<file path="src/rtl/fmq_pkg.sv">
// Shared types and constants for the fixed-size message queue.
// No dependencies; the interfaces, the top level, the control and the response stage import this package.
package fmq_pkg;

   // Fixed field widths of the request, response and register port
   localparam int OPCODE_W    = 2;
   localparam int STATUS_W    = 2;
   localparam int COUNT_W     = 5;
   localparam int IO_WORD_W   = 32;
   localparam int IO_WORDS    = 8;
   localparam int DEPTH_REG_W = 5;
   localparam int WORDS_REG_W = 4;
   localparam int CSR_INDEX_W = 2;
   localparam int CSR_DATA_W  = 5;

   // Register reset values
   localparam logic [DEPTH_REG_W-1:0] DEPTH_RESET = 5'd16;
   localparam logic [WORDS_REG_W-1:0] WORDS_RESET = 4'd1;

   typedef enum logic [OPCODE_W-1:0] {
      OP_SEND  = 2'd0,
      OP_RECV  = 2'd1,
      OP_FLUSH = 2'd2
   } opcode_type;

   typedef enum logic [STATUS_W-1:0] {
      ST_OK    = 2'd0,
      ST_FULL  = 2'd1,
      ST_EMPTY = 2'd2
   } status_type;

   typedef enum logic [CSR_INDEX_W-1:0] {
      CSR_QUEUE_DEPTH   = 2'd0,
      CSR_MESSAGE_WORDS = 2'd1,
      CSR_LIFO_MODE     = 2'd2
   } csr_index_type;

   // Per-beat bookkeeping handed from the pointer control to the response stage
   typedef struct packed {
      logic                   recv;
      status_type             status;
      logic [COUNT_W-1:0]     count;
      logic [WORDS_REG_W-1:0] words;
   } beat_info_type;

endpackage

</file>
<file path="src/rtl/fmq_req_if.sv">
// Request channel of the message queue: valid/ready handshake and payload.
// Depends on fmq_pkg for field widths.
interface fmq_req_if;
   import fmq_pkg::*;

   logic                valid;
   logic                ready;
   logic [OPCODE_W-1:0] opcode;
   logic [IO_WORD_W-1:0] in_word_0;
   logic [IO_WORD_W-1:0] in_word_1;
   logic [IO_WORD_W-1:0] in_word_2;
   logic [IO_WORD_W-1:0] in_word_3;
   logic [IO_WORD_W-1:0] in_word_4;
   logic [IO_WORD_W-1:0] in_word_5;
   logic [IO_WORD_W-1:0] in_word_6;
   logic [IO_WORD_W-1:0] in_word_7;

   modport source (
      output valid, opcode, in_word_0, in_word_1, in_word_2, in_word_3,
             in_word_4, in_word_5, in_word_6, in_word_7,
      input  ready
   );
   modport sink (
      input  valid, opcode, in_word_0, in_word_1, in_word_2, in_word_3,
             in_word_4, in_word_5, in_word_6, in_word_7,
      output ready
   );
endinterface

</file>
<file path="src/rtl/fmq_rsp_if.sv">
// Response channel of the message queue: valid/ready handshake and payload.
// Depends on fmq_pkg for field widths.
interface fmq_rsp_if;
   import fmq_pkg::*;

   logic                 valid;
   logic                 ready;
   logic [STATUS_W-1:0]  status;
   logic [COUNT_W-1:0]   held_count;
   logic [IO_WORD_W-1:0] out_word_0;
   logic [IO_WORD_W-1:0] out_word_1;
   logic [IO_WORD_W-1:0] out_word_2;
   logic [IO_WORD_W-1:0] out_word_3;
   logic [IO_WORD_W-1:0] out_word_4;
   logic [IO_WORD_W-1:0] out_word_5;
   logic [IO_WORD_W-1:0] out_word_6;
   logic [IO_WORD_W-1:0] out_word_7;

   modport source (
      output valid, status, held_count, out_word_0, out_word_1, out_word_2,
             out_word_3, out_word_4, out_word_5, out_word_6, out_word_7,
      input  ready
   );
   modport sink (
      input  valid, status, held_count, out_word_0, out_word_1, out_word_2,
             out_word_3, out_word_4, out_word_5, out_word_6, out_word_7,
      output ready
   );
endinterface

</file>
<file path="src/rtl/fifo_lifo_message_queue.sv">
// Message queue top level: ring of fixed-size messages, FIFO or LIFO receive.
// Path: the read stage registers the store read and the beat bookkeeping, then the
// response register takes them over; a held response can stall the read stage.
// Throughput: one beat per cycle; a held response stalls requests once the read stage is full.
// Reset clears pointers and count and loads the registers' reset values; store contents stay undefined.
// Depends on fmq_pkg, fmq_req_if, fmq_rsp_if, fmq_ram, fmq_ctrl, fmq_rsp_stage.
module fifo_lifo_message_queue #(
   parameter int MAX_ENTRIES = 16,
   parameter int MAX_WORDS   = 8,
   parameter int WORD_BITS   = 32
) (
   input  logic                            clock,
   input  logic                            reset,
   input  logic                            csr_we,
   input  logic [fmq_pkg::CSR_INDEX_W-1:0] csr_index,
   input  logic [fmq_pkg::CSR_DATA_W-1:0]  csr_wdata,
   fmq_req_if.sink                         req_chan,
   fmq_rsp_if.source                       rsp_chan
);
   import fmq_pkg::*;

   localparam int PTR_W    = (MAX_ENTRIES > 1) ? $clog2(MAX_ENTRIES) : 1;
   localparam int MSG_BITS = MAX_WORDS * WORD_BITS;

   logic                 req_accept;
   logic                 in_ready;
   logic                 wr_en, rd_en;
   logic [PTR_W-1:0]     wr_addr, rd_addr;
   logic [MSG_BITS-1:0]  wr_data, rd_data;
   logic [IO_WORD_W-1:0] in_words [IO_WORDS];
   beat_info_type        info;

   assign req_chan.ready = in_ready;
   assign req_accept     = req_chan.valid && in_ready;

   assign in_words[0] = req_chan.in_word_0;
   assign in_words[1] = req_chan.in_word_1;
   assign in_words[2] = req_chan.in_word_2;
   assign in_words[3] = req_chan.in_word_3;
   assign in_words[4] = req_chan.in_word_4;
   assign in_words[5] = req_chan.in_word_5;
   assign in_words[6] = req_chan.in_word_6;
   assign in_words[7] = req_chan.in_word_7;

   // Pack the message; store zeros past the configured length
   for (genvar j = 0; j < MAX_WORDS; j++) begin : g_pack
      assign wr_data[j*WORD_BITS +: WORD_BITS] =
         (4'(j) < info.words) ? WORD_BITS'(in_words[j]) : '0;
   end

   fmq_ctrl #(
      .MAX_ENTRIES (MAX_ENTRIES),
      .MAX_WORDS   (MAX_WORDS)
   ) u_ctrl (
      .clock     (clock),
      .reset     (reset),
      .csr_we    (csr_we),
      .csr_index (csr_index),
      .csr_wdata (csr_wdata),
      .accept    (req_accept),
      .opcode    (req_chan.opcode),
      .wr_en     (wr_en),
      .wr_addr   (wr_addr),
      .rd_en     (rd_en),
      .rd_addr   (rd_addr),
      .info      (info)
   );

   fmq_ram #(
      .WIDTH (MSG_BITS),
      .DEPTH (MAX_ENTRIES)
   ) u_store (
      .clock   (clock),
      .wr_en   (wr_en),
      .wr_addr (wr_addr),
      .wr_data (wr_data),
      .rd_en   (rd_en),
      .rd_addr (rd_addr),
      .rd_data (rd_data)
   );

   fmq_rsp_stage #(
      .MAX_WORDS (MAX_WORDS),
      .WORD_BITS (WORD_BITS)
   ) u_rsp (
      .clock    (clock),
      .reset    (reset),
      .accept   (req_accept),
      .info     (info),
      .rd_data  (rd_data),
      .in_ready (in_ready),
      .rsp      (rsp_chan)
   );
endmodule

</file>
<file path="src/rtl/fmq_ram.sv">
// Generic single-write, single-read RAM with registered read data.
// No dependencies.
module fmq_ram #(
   parameter int WIDTH = 32,
   parameter int DEPTH = 16,
   localparam int ADDR_W = (DEPTH > 1) ? $clog2(DEPTH) : 1
) (
   input  logic              clock,
   input  logic              wr_en,
   input  logic [ADDR_W-1:0] wr_addr,
   input  logic [WIDTH-1:0]  wr_data,
   input  logic              rd_en,
   input  logic [ADDR_W-1:0] rd_addr,
   output logic [WIDTH-1:0]  rd_data
);
   logic [WIDTH-1:0] mem_ff [DEPTH];
   logic [WIDTH-1:0] rd_data_ff;

   // Write port, then registered read that holds while idle
   always_ff @(posedge clock) begin
      if (wr_en) begin
         mem_ff[wr_addr] <= wr_data;
      end
      if (rd_en) begin
         rd_data_ff <= mem_ff[rd_addr];
      end
   end

   assign rd_data = rd_data_ff;
endmodule

</file>
<file path="src/rtl/fmq_ctrl.sv">
// Queue control: configuration registers, head/tail pointers and message count.
// Decides each beat's store access and status. Depends on fmq_pkg.
module fmq_ctrl #(
   parameter int MAX_ENTRIES = 16,
   parameter int MAX_WORDS   = 8,
   localparam int PTR_W = (MAX_ENTRIES > 1) ? $clog2(MAX_ENTRIES) : 1
) (
   input  logic                          clock,
   input  logic                          reset,
   input  logic                          csr_we,
   input  logic [fmq_pkg::CSR_INDEX_W-1:0] csr_index,
   input  logic [fmq_pkg::CSR_DATA_W-1:0]  csr_wdata,
   input  logic                          accept,
   input  logic [fmq_pkg::OPCODE_W-1:0]  opcode,
   output logic                          wr_en,
   output logic [PTR_W-1:0]              wr_addr,
   output logic                          rd_en,
   output logic [PTR_W-1:0]              rd_addr,
   output fmq_pkg::beat_info_type        info
);
   import fmq_pkg::*;

   localparam int DEPTH_W = PTR_W + 1;

   logic [DEPTH_REG_W-1:0] depth_ff;
   logic [WORDS_REG_W-1:0] words_ff;
   logic                   lifo_ff;
   logic [PTR_W-1:0]       head_ff, head_in;
   logic [PTR_W-1:0]       tail_ff, tail_in;
   logic [COUNT_W-1:0]     count_ff, count_in;

   logic [DEPTH_W-1:0]     eff_depth;
   logic [DEPTH_W-1:0]     depth_less_one;
   logic [WORDS_REG_W-1:0] eff_words;
   logic [DEPTH_W-1:0]     head_inc, tail_inc;
   logic [PTR_W-1:0]       head_next, tail_next, tail_prev;
   logic                   full, empty;
   status_type             status;

   // Clamp the configured depth and message length to the supported range
   always_comb begin
      if (depth_ff == '0) begin
         eff_depth = DEPTH_W'(1);
      end else if (32'(depth_ff) > MAX_ENTRIES) begin
         eff_depth = DEPTH_W'(MAX_ENTRIES);
      end else begin
         eff_depth = DEPTH_W'(depth_ff);
      end
      if (words_ff == '0) begin
         eff_words = WORDS_REG_W'(1);
      end else if (32'(words_ff) > MAX_WORDS) begin
         eff_words = WORDS_REG_W'(MAX_WORDS);
      end else begin
         eff_words = words_ff;
      end
   end

   // Ring pointer steps, wrapping at the current depth
   assign depth_less_one = eff_depth - DEPTH_W'(1);
   assign head_inc  = {1'b0, head_ff} + DEPTH_W'(1);
   assign tail_inc  = {1'b0, tail_ff} + DEPTH_W'(1);
   assign head_next = (head_inc >= eff_depth) ? '0 : head_inc[PTR_W-1:0];
   assign tail_next = (tail_inc >= eff_depth) ? '0 : tail_inc[PTR_W-1:0];
   assign tail_prev = (tail_ff == '0) ? depth_less_one[PTR_W-1:0] : tail_ff - 1'b1;

   assign full  = 32'(count_ff) >= 32'(eff_depth);
   assign empty = (count_ff == '0);

   // Decode the beat: pointer and count updates, store access, status
   always_comb begin
      head_in  = head_ff;
      tail_in  = tail_ff;
      count_in = count_ff;
      wr_en    = 1'b0;
      wr_addr  = tail_ff;
      rd_en    = 1'b0;
      rd_addr  = head_ff;
      status   = ST_OK;
      unique case (opcode)
         OP_SEND: begin
            if (full) begin
               status = ST_FULL;
            end else begin
               wr_en    = accept;
               tail_in  = tail_next;
               count_in = count_ff + 1'b1;
            end
         end
         OP_RECV: begin
            if (empty) begin
               status = ST_EMPTY;
            end else begin
               rd_en    = accept;
               count_in = count_ff - 1'b1;
               if (lifo_ff) begin
                  tail_in = tail_prev;
                  rd_addr = tail_prev;
               end else begin
                  head_in = head_next;
               end
            end
         end
         OP_FLUSH: begin
            head_in  = '0;
            tail_in  = '0;
            count_in = '0;
         end
         default: begin
         end
      endcase
   end

   assign info.recv   = (opcode == OP_RECV) && !empty;
   assign info.status = status;
   assign info.count  = count_in;
   assign info.words  = eff_words;

   // Write configuration registers; advance pointers and count on each accepted beat
   always_ff @(posedge clock) begin
      if (reset) begin
         depth_ff <= DEPTH_RESET;
         words_ff <= WORDS_RESET;
         lifo_ff  <= 1'b0;
         head_ff  <= '0;
         tail_ff  <= '0;
         count_ff <= '0;
      end else begin
         if (csr_we) begin
            unique case (csr_index)
               CSR_QUEUE_DEPTH:   depth_ff <= csr_wdata[DEPTH_REG_W-1:0];
               CSR_MESSAGE_WORDS: words_ff <= csr_wdata[WORDS_REG_W-1:0];
               CSR_LIFO_MODE:     lifo_ff  <= csr_wdata[0];
               default: begin
               end
            endcase
         end
         if (accept) begin
            head_ff  <= head_in;
            tail_ff  <= tail_in;
            count_ff <= count_in;
         end
      end
   end

`ifndef SYNTHESIS
   a_one_access: assert property (@(posedge clock) disable iff (reset)
      !(wr_en && rd_en))
      else $error("store written and read by the same beat");

   a_send_counts: assert property (@(posedge clock) disable iff (reset)
      accept && opcode == OP_SEND && !full |=> count_ff == $past(count_ff) + 1'b1)
      else $error("accepted send did not raise the count");

   a_empty_no_read: assert property (@(posedge clock) disable iff (reset)
      accept && opcode == OP_RECV && empty |-> !rd_en && status == ST_EMPTY)
      else $error("receive on empty queue touched the store");
`endif
endmodule

</file>
<file path="src/rtl/fmq_rsp_stage.sv">
// Response stage: holds beat bookkeeping while the store read completes,
// then loads the output register with masked message words. Depends on fmq_pkg.
module fmq_rsp_stage #(
   parameter int MAX_WORDS = 8,
   parameter int WORD_BITS = 32
) (
   input  logic                           clock,
   input  logic                           reset,
   input  logic                           accept,
   input  fmq_pkg::beat_info_type         info,
   input  logic [MAX_WORDS*WORD_BITS-1:0] rd_data,
   output logic                           in_ready,
   fmq_rsp_if.source                      rsp
);
   import fmq_pkg::*;

   logic                 s1_valid_ff;
   beat_info_type        s1_info_ff;
   logic                 out_valid_ff;
   status_type           out_status_ff;
   logic [COUNT_W-1:0]   out_count_ff;
   logic [IO_WORD_W-1:0] out_words_ff [IO_WORDS];
   logic [IO_WORD_W-1:0] out_words_in [IO_WORDS];
   logic                 advance;

   assign advance  = s1_valid_ff && (!out_valid_ff || rsp.ready);
   assign in_ready = !s1_valid_ff || advance;

   // Select received words; zero past the message length or when nothing was read
   for (genvar j = 0; j < IO_WORDS; j++) begin : g_word
      if (j < MAX_WORDS) begin : g_used
         assign out_words_in[j] = (s1_info_ff.recv && (4'(j) < s1_info_ff.words))
                                  ? IO_WORD_W'(rd_data[j*WORD_BITS +: WORD_BITS])
                                  : '0;
      end else begin : g_unused
         assign out_words_in[j] = '0;
      end
   end

   // Advance beats from the read stage into the output register
   always_ff @(posedge clock) begin
      if (reset) begin
         s1_valid_ff  <= 1'b0;
         out_valid_ff <= 1'b0;
      end else begin
         if (accept) begin
            s1_valid_ff <= 1'b1;
         end else if (advance) begin
            s1_valid_ff <= 1'b0;
         end
         if (advance) begin
            out_valid_ff <= 1'b1;
         end else if (rsp.ready) begin
            out_valid_ff <= 1'b0;
         end
      end
      if (accept) begin
         s1_info_ff <= info;
      end
      if (advance) begin
         out_status_ff <= s1_info_ff.status;
         out_count_ff  <= s1_info_ff.count;
         out_words_ff  <= out_words_in;
      end
   end

   assign rsp.valid      = out_valid_ff;
   assign rsp.status     = out_status_ff;
   assign rsp.held_count = out_count_ff;
   assign rsp.out_word_0 = out_words_ff[0];
   assign rsp.out_word_1 = out_words_ff[1];
   assign rsp.out_word_2 = out_words_ff[2];
   assign rsp.out_word_3 = out_words_ff[3];
   assign rsp.out_word_4 = out_words_ff[4];
   assign rsp.out_word_5 = out_words_ff[5];
   assign rsp.out_word_6 = out_words_ff[6];
   assign rsp.out_word_7 = out_words_ff[7];

`ifndef SYNTHESIS
   a_refused_zero: assert property (@(posedge clock) disable iff (reset)
      advance && s1_info_ff.status != ST_OK |=> out_words_ff[0] == '0)
      else $error("refused beat carried message data");

   a_no_overrun: assert property (@(posedge clock) disable iff (reset)
      s1_valid_ff && !advance |-> !in_ready)
      else $error("new beat taken while read stage is stalled");

   a_stall_holds: assert property (@(posedge clock) disable iff (reset)
      out_valid_ff && !rsp.ready |=> out_valid_ff && $stable(out_count_ff))
      else $error("stalled response dropped or changed");
`endif
endmodule
</file>
<file path="src/flat_wrapper.sv">
// flat-port wrapper written by rule: the top's interface ports become plain ports
module fifo_lifo_message_queue_flat import fmq_pkg::*;
#(
   parameter int MAX_ENTRIES = 16,
   parameter int MAX_WORDS   = 8,
   parameter int WORD_BITS   = 32
)
  (clock, reset, csr_we, csr_index, csr_wdata, req_chan_valid, req_chan_opcode, req_chan_in_word_0, req_chan_in_word_1, req_chan_in_word_2, req_chan_in_word_3, req_chan_in_word_4, req_chan_in_word_5, req_chan_in_word_6, req_chan_in_word_7, req_chan_ready, rsp_chan_valid, rsp_chan_status, rsp_chan_held_count, rsp_chan_out_word_0, rsp_chan_out_word_1, rsp_chan_out_word_2, rsp_chan_out_word_3, rsp_chan_out_word_4, rsp_chan_out_word_5, rsp_chan_out_word_6, rsp_chan_out_word_7, rsp_chan_ready);
  fmq_req_if req_chan_i ();
  fmq_rsp_if rsp_chan_i ();
  input  logic clock;
  input  logic reset;
  input  logic csr_we;
  input  logic [fmq_pkg::CSR_INDEX_W-1:0] csr_index;
  input  logic [fmq_pkg::CSR_DATA_W-1:0] csr_wdata;
  input wire logic [$bits(req_chan_i.valid)-1:0] req_chan_valid;
  input wire logic [$bits(req_chan_i.opcode)-1:0] req_chan_opcode;
  input wire logic [$bits(req_chan_i.in_word_0)-1:0] req_chan_in_word_0;
  input wire logic [$bits(req_chan_i.in_word_1)-1:0] req_chan_in_word_1;
  input wire logic [$bits(req_chan_i.in_word_2)-1:0] req_chan_in_word_2;
  input wire logic [$bits(req_chan_i.in_word_3)-1:0] req_chan_in_word_3;
  input wire logic [$bits(req_chan_i.in_word_4)-1:0] req_chan_in_word_4;
  input wire logic [$bits(req_chan_i.in_word_5)-1:0] req_chan_in_word_5;
  input wire logic [$bits(req_chan_i.in_word_6)-1:0] req_chan_in_word_6;
  input wire logic [$bits(req_chan_i.in_word_7)-1:0] req_chan_in_word_7;
  output wire logic [$bits(req_chan_i.ready)-1:0] req_chan_ready;
  output wire logic [$bits(rsp_chan_i.valid)-1:0] rsp_chan_valid;
  output wire logic [$bits(rsp_chan_i.status)-1:0] rsp_chan_status;
  output wire logic [$bits(rsp_chan_i.held_count)-1:0] rsp_chan_held_count;
  output wire logic [$bits(rsp_chan_i.out_word_0)-1:0] rsp_chan_out_word_0;
  output wire logic [$bits(rsp_chan_i.out_word_1)-1:0] rsp_chan_out_word_1;
  output wire logic [$bits(rsp_chan_i.out_word_2)-1:0] rsp_chan_out_word_2;
  output wire logic [$bits(rsp_chan_i.out_word_3)-1:0] rsp_chan_out_word_3;
  output wire logic [$bits(rsp_chan_i.out_word_4)-1:0] rsp_chan_out_word_4;
  output wire logic [$bits(rsp_chan_i.out_word_5)-1:0] rsp_chan_out_word_5;
  output wire logic [$bits(rsp_chan_i.out_word_6)-1:0] rsp_chan_out_word_6;
  output wire logic [$bits(rsp_chan_i.out_word_7)-1:0] rsp_chan_out_word_7;
  input wire logic [$bits(rsp_chan_i.ready)-1:0] rsp_chan_ready;
  assign req_chan_i.valid = req_chan_valid;
  assign req_chan_i.opcode = req_chan_opcode;
  assign req_chan_i.in_word_0 = req_chan_in_word_0;
  assign req_chan_i.in_word_1 = req_chan_in_word_1;
  assign req_chan_i.in_word_2 = req_chan_in_word_2;
  assign req_chan_i.in_word_3 = req_chan_in_word_3;
  assign req_chan_i.in_word_4 = req_chan_in_word_4;
  assign req_chan_i.in_word_5 = req_chan_in_word_5;
  assign req_chan_i.in_word_6 = req_chan_in_word_6;
  assign req_chan_i.in_word_7 = req_chan_in_word_7;
  assign req_chan_ready = req_chan_i.ready;
  assign rsp_chan_valid = rsp_chan_i.valid;
  assign rsp_chan_status = rsp_chan_i.status;
  assign rsp_chan_held_count = rsp_chan_i.held_count;
  assign rsp_chan_out_word_0 = rsp_chan_i.out_word_0;
  assign rsp_chan_out_word_1 = rsp_chan_i.out_word_1;
  assign rsp_chan_out_word_2 = rsp_chan_i.out_word_2;
  assign rsp_chan_out_word_3 = rsp_chan_i.out_word_3;
  assign rsp_chan_out_word_4 = rsp_chan_i.out_word_4;
  assign rsp_chan_out_word_5 = rsp_chan_i.out_word_5;
  assign rsp_chan_out_word_6 = rsp_chan_i.out_word_6;
  assign rsp_chan_out_word_7 = rsp_chan_i.out_word_7;
  assign rsp_chan_i.ready = rsp_chan_ready;
  fifo_lifo_message_queue #(.MAX_ENTRIES(MAX_ENTRIES), .MAX_WORDS(MAX_WORDS), .WORD_BITS(WORD_BITS)) u_core (.clock(clock), .reset(reset), .csr_we(csr_we), .csr_index(csr_index), .csr_wdata(csr_wdata), .req_chan(req_chan_i), .rsp_chan(rsp_chan_i));
endmodule
</file>
<file path="config.mk">
export PLATFORM = sky130hd
export DESIGN_NAME = fifo_lifo_message_queue_flat
export DESIGN_NICKNAME = d
export VERILOG_FILES = /design/src/rtl/fmq_pkg.sv /design/src/rtl/fmq_req_if.sv /design/src/rtl/fmq_rsp_if.sv /design/src/rtl/fifo_lifo_message_queue.sv /design/src/rtl/fmq_ram.sv /design/src/rtl/fmq_ctrl.sv /design/src/rtl/fmq_rsp_stage.sv /design/src/flat_wrapper.sv
export SDC_FILE = /design/constraint.sdc
export NUM_CORES = 2
export LEC_CHECK = 0
export BUFFER_PORTS_ARGS = -buffer_cell sky130_fd_sc_hd__buf_2
export CAP_MARGIN = 10
export CORE_MARGIN = 2
export CORE_UTILIZATION = 48
export CTS_CLUSTER_SIZE = 14
export DETAILED_ROUTE_END_ITERATION = 10
export PLACE_DENSITY = 0.68
export REMOVE_ABC_BUFFERS = 1
export SYNTH_ARGS = -nofsm -noshare
export SYNTH_HDL_FRONTEND = slang
export SYNTH_SLANG_ARGS = --single-unit
</file>
<file path="constraint.sdc">
create_clock -name clock -period 23.6 [get_ports clock]
set_input_delay 1.18 -clock clock [delete_from_list [all_inputs] [get_ports clock]]
set_output_delay 1.18 -clock clock [all_outputs]
set_load 0.005 [all_outputs]
</file>
==> flow_summary_export.csv <==
group,metric,value,unit
global_route,grt_max_degree,225,
synthesis,synth-edff-count,4627,
clock_network,cts_buffers,456,
floorplan,dieArea,382000,µm²
timing,finalHoldViolations,0,
final_layout,fillCellCount,30000,
global_route,grt_pass1_vias,106000,
synthesis,synth_area_leader_cell,"edfxtp_1",
synthesis,ys_warn_count,0,
global_route,gr-total-overflow,0,
final_layout,area_growth,11.7,%
timing,slew_headroom,12.4,%
placed_design,io_buffer_count,534,
final_layout,regArea,139000,µm²
placed_design,place_ws,15.40,ns
timing,finalWorstSetupSlack,15.45,ns
routing,ant_nets,0,
floorplan,fp.dieW,618,µm
clock_network,clockBufferDepth,4,
clock_network,cts_tree,"built",
pwr,vdd_drop_max,68.5,µV
clock_network,hold_buffers,0,
synthesis,synthTopCellsByCount,"edfxtp_1, nand2_1, a21oi_1, nand3_1, o22ai_1",
timing,setup_viol,0,
synthesis,avgSynthCellArea,14.2,µm²
min_path,hold_depth,0,
timing,max_freq,0.123,GHz
synthesis,synth_cell_types,64,
min_path,min_path_type,"reg -> reg",
synthesis,ys_top_cells_by_area,"edfxtp_1, nand2_1, a21oi_1",
clock_network,post_cts_resized,0,
clock_network,clkLatencyLatePin,1.03,ns
routing,totalWireLength,481,mm
clock_network,clk_root_buffer_cell,"clkbuf_16",
placed_design,dp_hpwl,238,mm
critical_path,cp.required,24.29,ns
synthesis,ys_seq_elements,4652,
floorplan,pin_count,535,
critical_path,critPathBufInv,7,
pwr,leakagePower,66.2,nW
run_status,outcome,"finished clean",
timing,fin_crit_sh,34.5,%
synthesis,synth_cells,12700,
critical_path,start_kind,"flip-flop",
timing,setup_tns,0,ns
synthesis,synth_async_sr_flop_share,0,%
job,cap_violations,0,
critical_path,r2r-start,"u_core.u_ctrl.wr_addr[0]",
critical_path,crit_type,"reg -> reg",
global_route,grtUsageTotal,24.5,%
timing,fin_crit,8.15,ns
timing,rsz0062_at_grt,"false",
min_path,holdPathEnd,"u_core.u_rsp.rsp.held_count[1]",
critical_path,r2r_end,"u_core.u_store.rd_data[5]",
synthesis,yosysTopAreaCellShare,76.9,%
clock_network,clkSinkCount,4652,
timing,drv_slew,0,
synthesis,netlist_area,181000,µm²
min_path,min_from,"u_core.u_rsp.s1_info_ff[5]",
routing,routedWlPerCell,26.2,µm
critical_path,cp.arrival,8.83,ns
synthesis,ys_seq_area_share,77.1,%
critical_path,slowest_stage,"buf_4",
timing,finClkSkew,0.0824,ns
final_layout,drive_gt1_share,11.2,%
critical_path,crit_path_frequent_cell,"buf_4",
clock_network,post_cts_buffers,0,
final_layout,nets,13300,
routing,vias,110000,
routing,viasPerCell,5.97,
critical_path,crit_chain,"inv_1 -> ha_1 -> nor3b_1 -> o211ai_1 -> and2_1 -> ha_1 -> nand3_2 -> buf_4 -> buf_4 -> and2_4 -> buf_4 -> buf_4 -> buf_4 -> buf_4 -> mux4_2 -> nand2_1 -> a31oi_1",
critical_path,cp-end-kind,"flip-flop",
final_layout,multi_input_area,36900,µm²
routing,first_iter_violations,14500,
critical_path,r2r_slack,15.45,ns
clock_network,htree_levels,5,
clock_network,clkTransAtPathRegs,0.06,ns
routing,drc,0,
global_route,grt_pass1_wl,698,mm
floorplan,chipHeight,618,µm
pwr,powerDensity,84.5,nW/µm²
critical_path,cpLargestDelayFamily,"buffers and inverters",
critical_path,critPathMaxFanout,75,
timing,worst_pin_slew,1.31,ns
synthesis,yosysMostFrequentCell,"edfxtp_1",
floorplan,row_count,225,
floorplan,core-area,375000,µm²
synthesis,synthFlopType,"edfxtp_1",
floorplan,start_util,48.2,%
critical_path,r2r_cells,17,
global_route,grt_antenna_before_repair,35,
routing,first_pass_iters,9,
critical_path,max_stage_delay,0.95,ns
placed_design,gp_congestion,0.804,
## where the power goes
group / switching [mW] / total [mW] / internal, mW
Sequential: 0.0279 / 9.17 / 9.14
Combinational: 0.550 / 0.791 / 0.241
Clock: 3.14 / 7.10 / 3.95
## sequential cells by signal, indices dropped and copies added (netlist names), 32 cells and up
name	flops
u_core.u_rsp.rsp.out_word_1	32
u_core.u_rsp.rsp.out_word_5	32
u_core.u_rsp.rsp.out_word_6	32
u_core.u_rsp.rsp.out_word_7	32
u_core.u_rsp.rsp.out_word_2	32
u_core.u_rsp.rsp.out_word_0	32
u_core.u_rsp.rsp.out_word_3	32
u_core.u_store.rd_data	256
u_core.u_rsp.rsp.out_word_4	32
u_core.u_store.mem_ff	4096
## metal layers
metal	global-route usage, %	routed length [µm]
met1	33.1	190000
met2	40.6	235000
met3	3.43	39000
met4	8.67	17800
met5	0	79
## stage by stage
step	std cells	total power [mW]	hold WS, ns	area (µm²)	utilization (%)
global route	18400	17.5	0.402	202000	53.8
CTS	18400	17.1	0.374	202000	53.8
floorplan	11800	10.3	0.400	176000	-
global placement	17500	10.1	0.410	187000	49.9
finish	18400	17.1	0.426	202000	53.8
detailed placement	17500	10.1	0.412	187000	49.9
## cell families after synthesis
| kind of cell | Yosys count | share of synthesized area, % |
|---|---|---|
| multiplexers | 66 | 0.741 |
| flip-flops | 4652 | 77.1 |
| buffers and inverters | 973 | 2.60 |
| adder cells (fa/ha/maj) | 27 | 0.187 |
| AO/OA/AOI/OAI | 2984 | 9.47 |
| XOR/XNOR | 7 | 0.0339 |
| AND/OR/NAND/NOR | 4035 | 9.84 |
## worst max path at each step
stage / startpoint / endpoint / slack, ns / cells past startpoint
after global placement: req_chan_opcode[1] / u_core.u_store.rd_data[136] / 15.40 / 15
after detailed placement: u_core.u_ctrl.wr_addr[0] / u_core.u_store.rd_data[136] / 15.40 / 17
after CTS: u_core.u_ctrl.wr_addr[0] / u_core.u_store.rd_data[5] / 15.43 / 17
after global routing: u_core.u_ctrl.wr_addr[0] / u_core.u_store.rd_data[5] / 15.03 / 17
final: u_core.u_ctrl.wr_addr[0] / u_core.u_store.rd_data[5] / 15.45 / 17
after floorplan: req_chan_opcode[1] / u_core.u_store.rd_data[111] / -11.31 / 8
## cell type report
type | count | share of cell area [%]
Multi-Input combinational cell | 7119 | 18.3
Antenna cell | 13 | 0.0161
Tap cell | 4994 | 3.09
Clock inverter | 285 | 1.36
Inverter | 23 | 0.0428
Timing Repair Buffer | 756 | 2.28
Sequential cell | 4652 | 69.1
Clock buffer | 555 | 5.86
## placed cells by master (no fill, tap or decap), drive strengths merged, types with 11 or more instances in the layout
| cell | count |
|---|---|
| edfxtp | 4627 |
| nand2 | 2469 |
| a21oi | 1616 |
| buf | 755 |
| nand3 | 705 |
| clkbuf | 555 |
| o22ai | 485 |
| a22oi | 460 |
| nor3 | 243 |
| o21ai | 234 |
| nor2b | 231 |
| and2 | 228 |
| clkinv | 223 |
| and3 | 84 |
| a31oi | 81 |
| a211oi | 57 |
| mux4 | 54 |
| nor2 | 44 |
| inv | 36 |
| bufinv | 34 |
| ha | 27 |
| dfxtp | 25 |
| clkinvlp | 15 |
| diode | 13 |
| a21o | 12 |
| nand2b | 11 |
## worst reg2reg max path: stages, from the launching register on
cell and delay (ns):
dfxtp_1 0.37, inv_1 0.14, ha_1 0.23, nor3b_1 0.37, o211ai_1 0.31, and2_1 0.24
ha_1 0.32, nand3_2 0.09, buf_4 0.30, buf_4 0.42, and2_4 0.82, buf_4 0.97
buf_4 0.93, buf_4 0.86, buf_4 0.87, mux4_2 0.46, nand2_1 0.09, a31oi_1 0.09
Power figures use the tool's default switching activity.
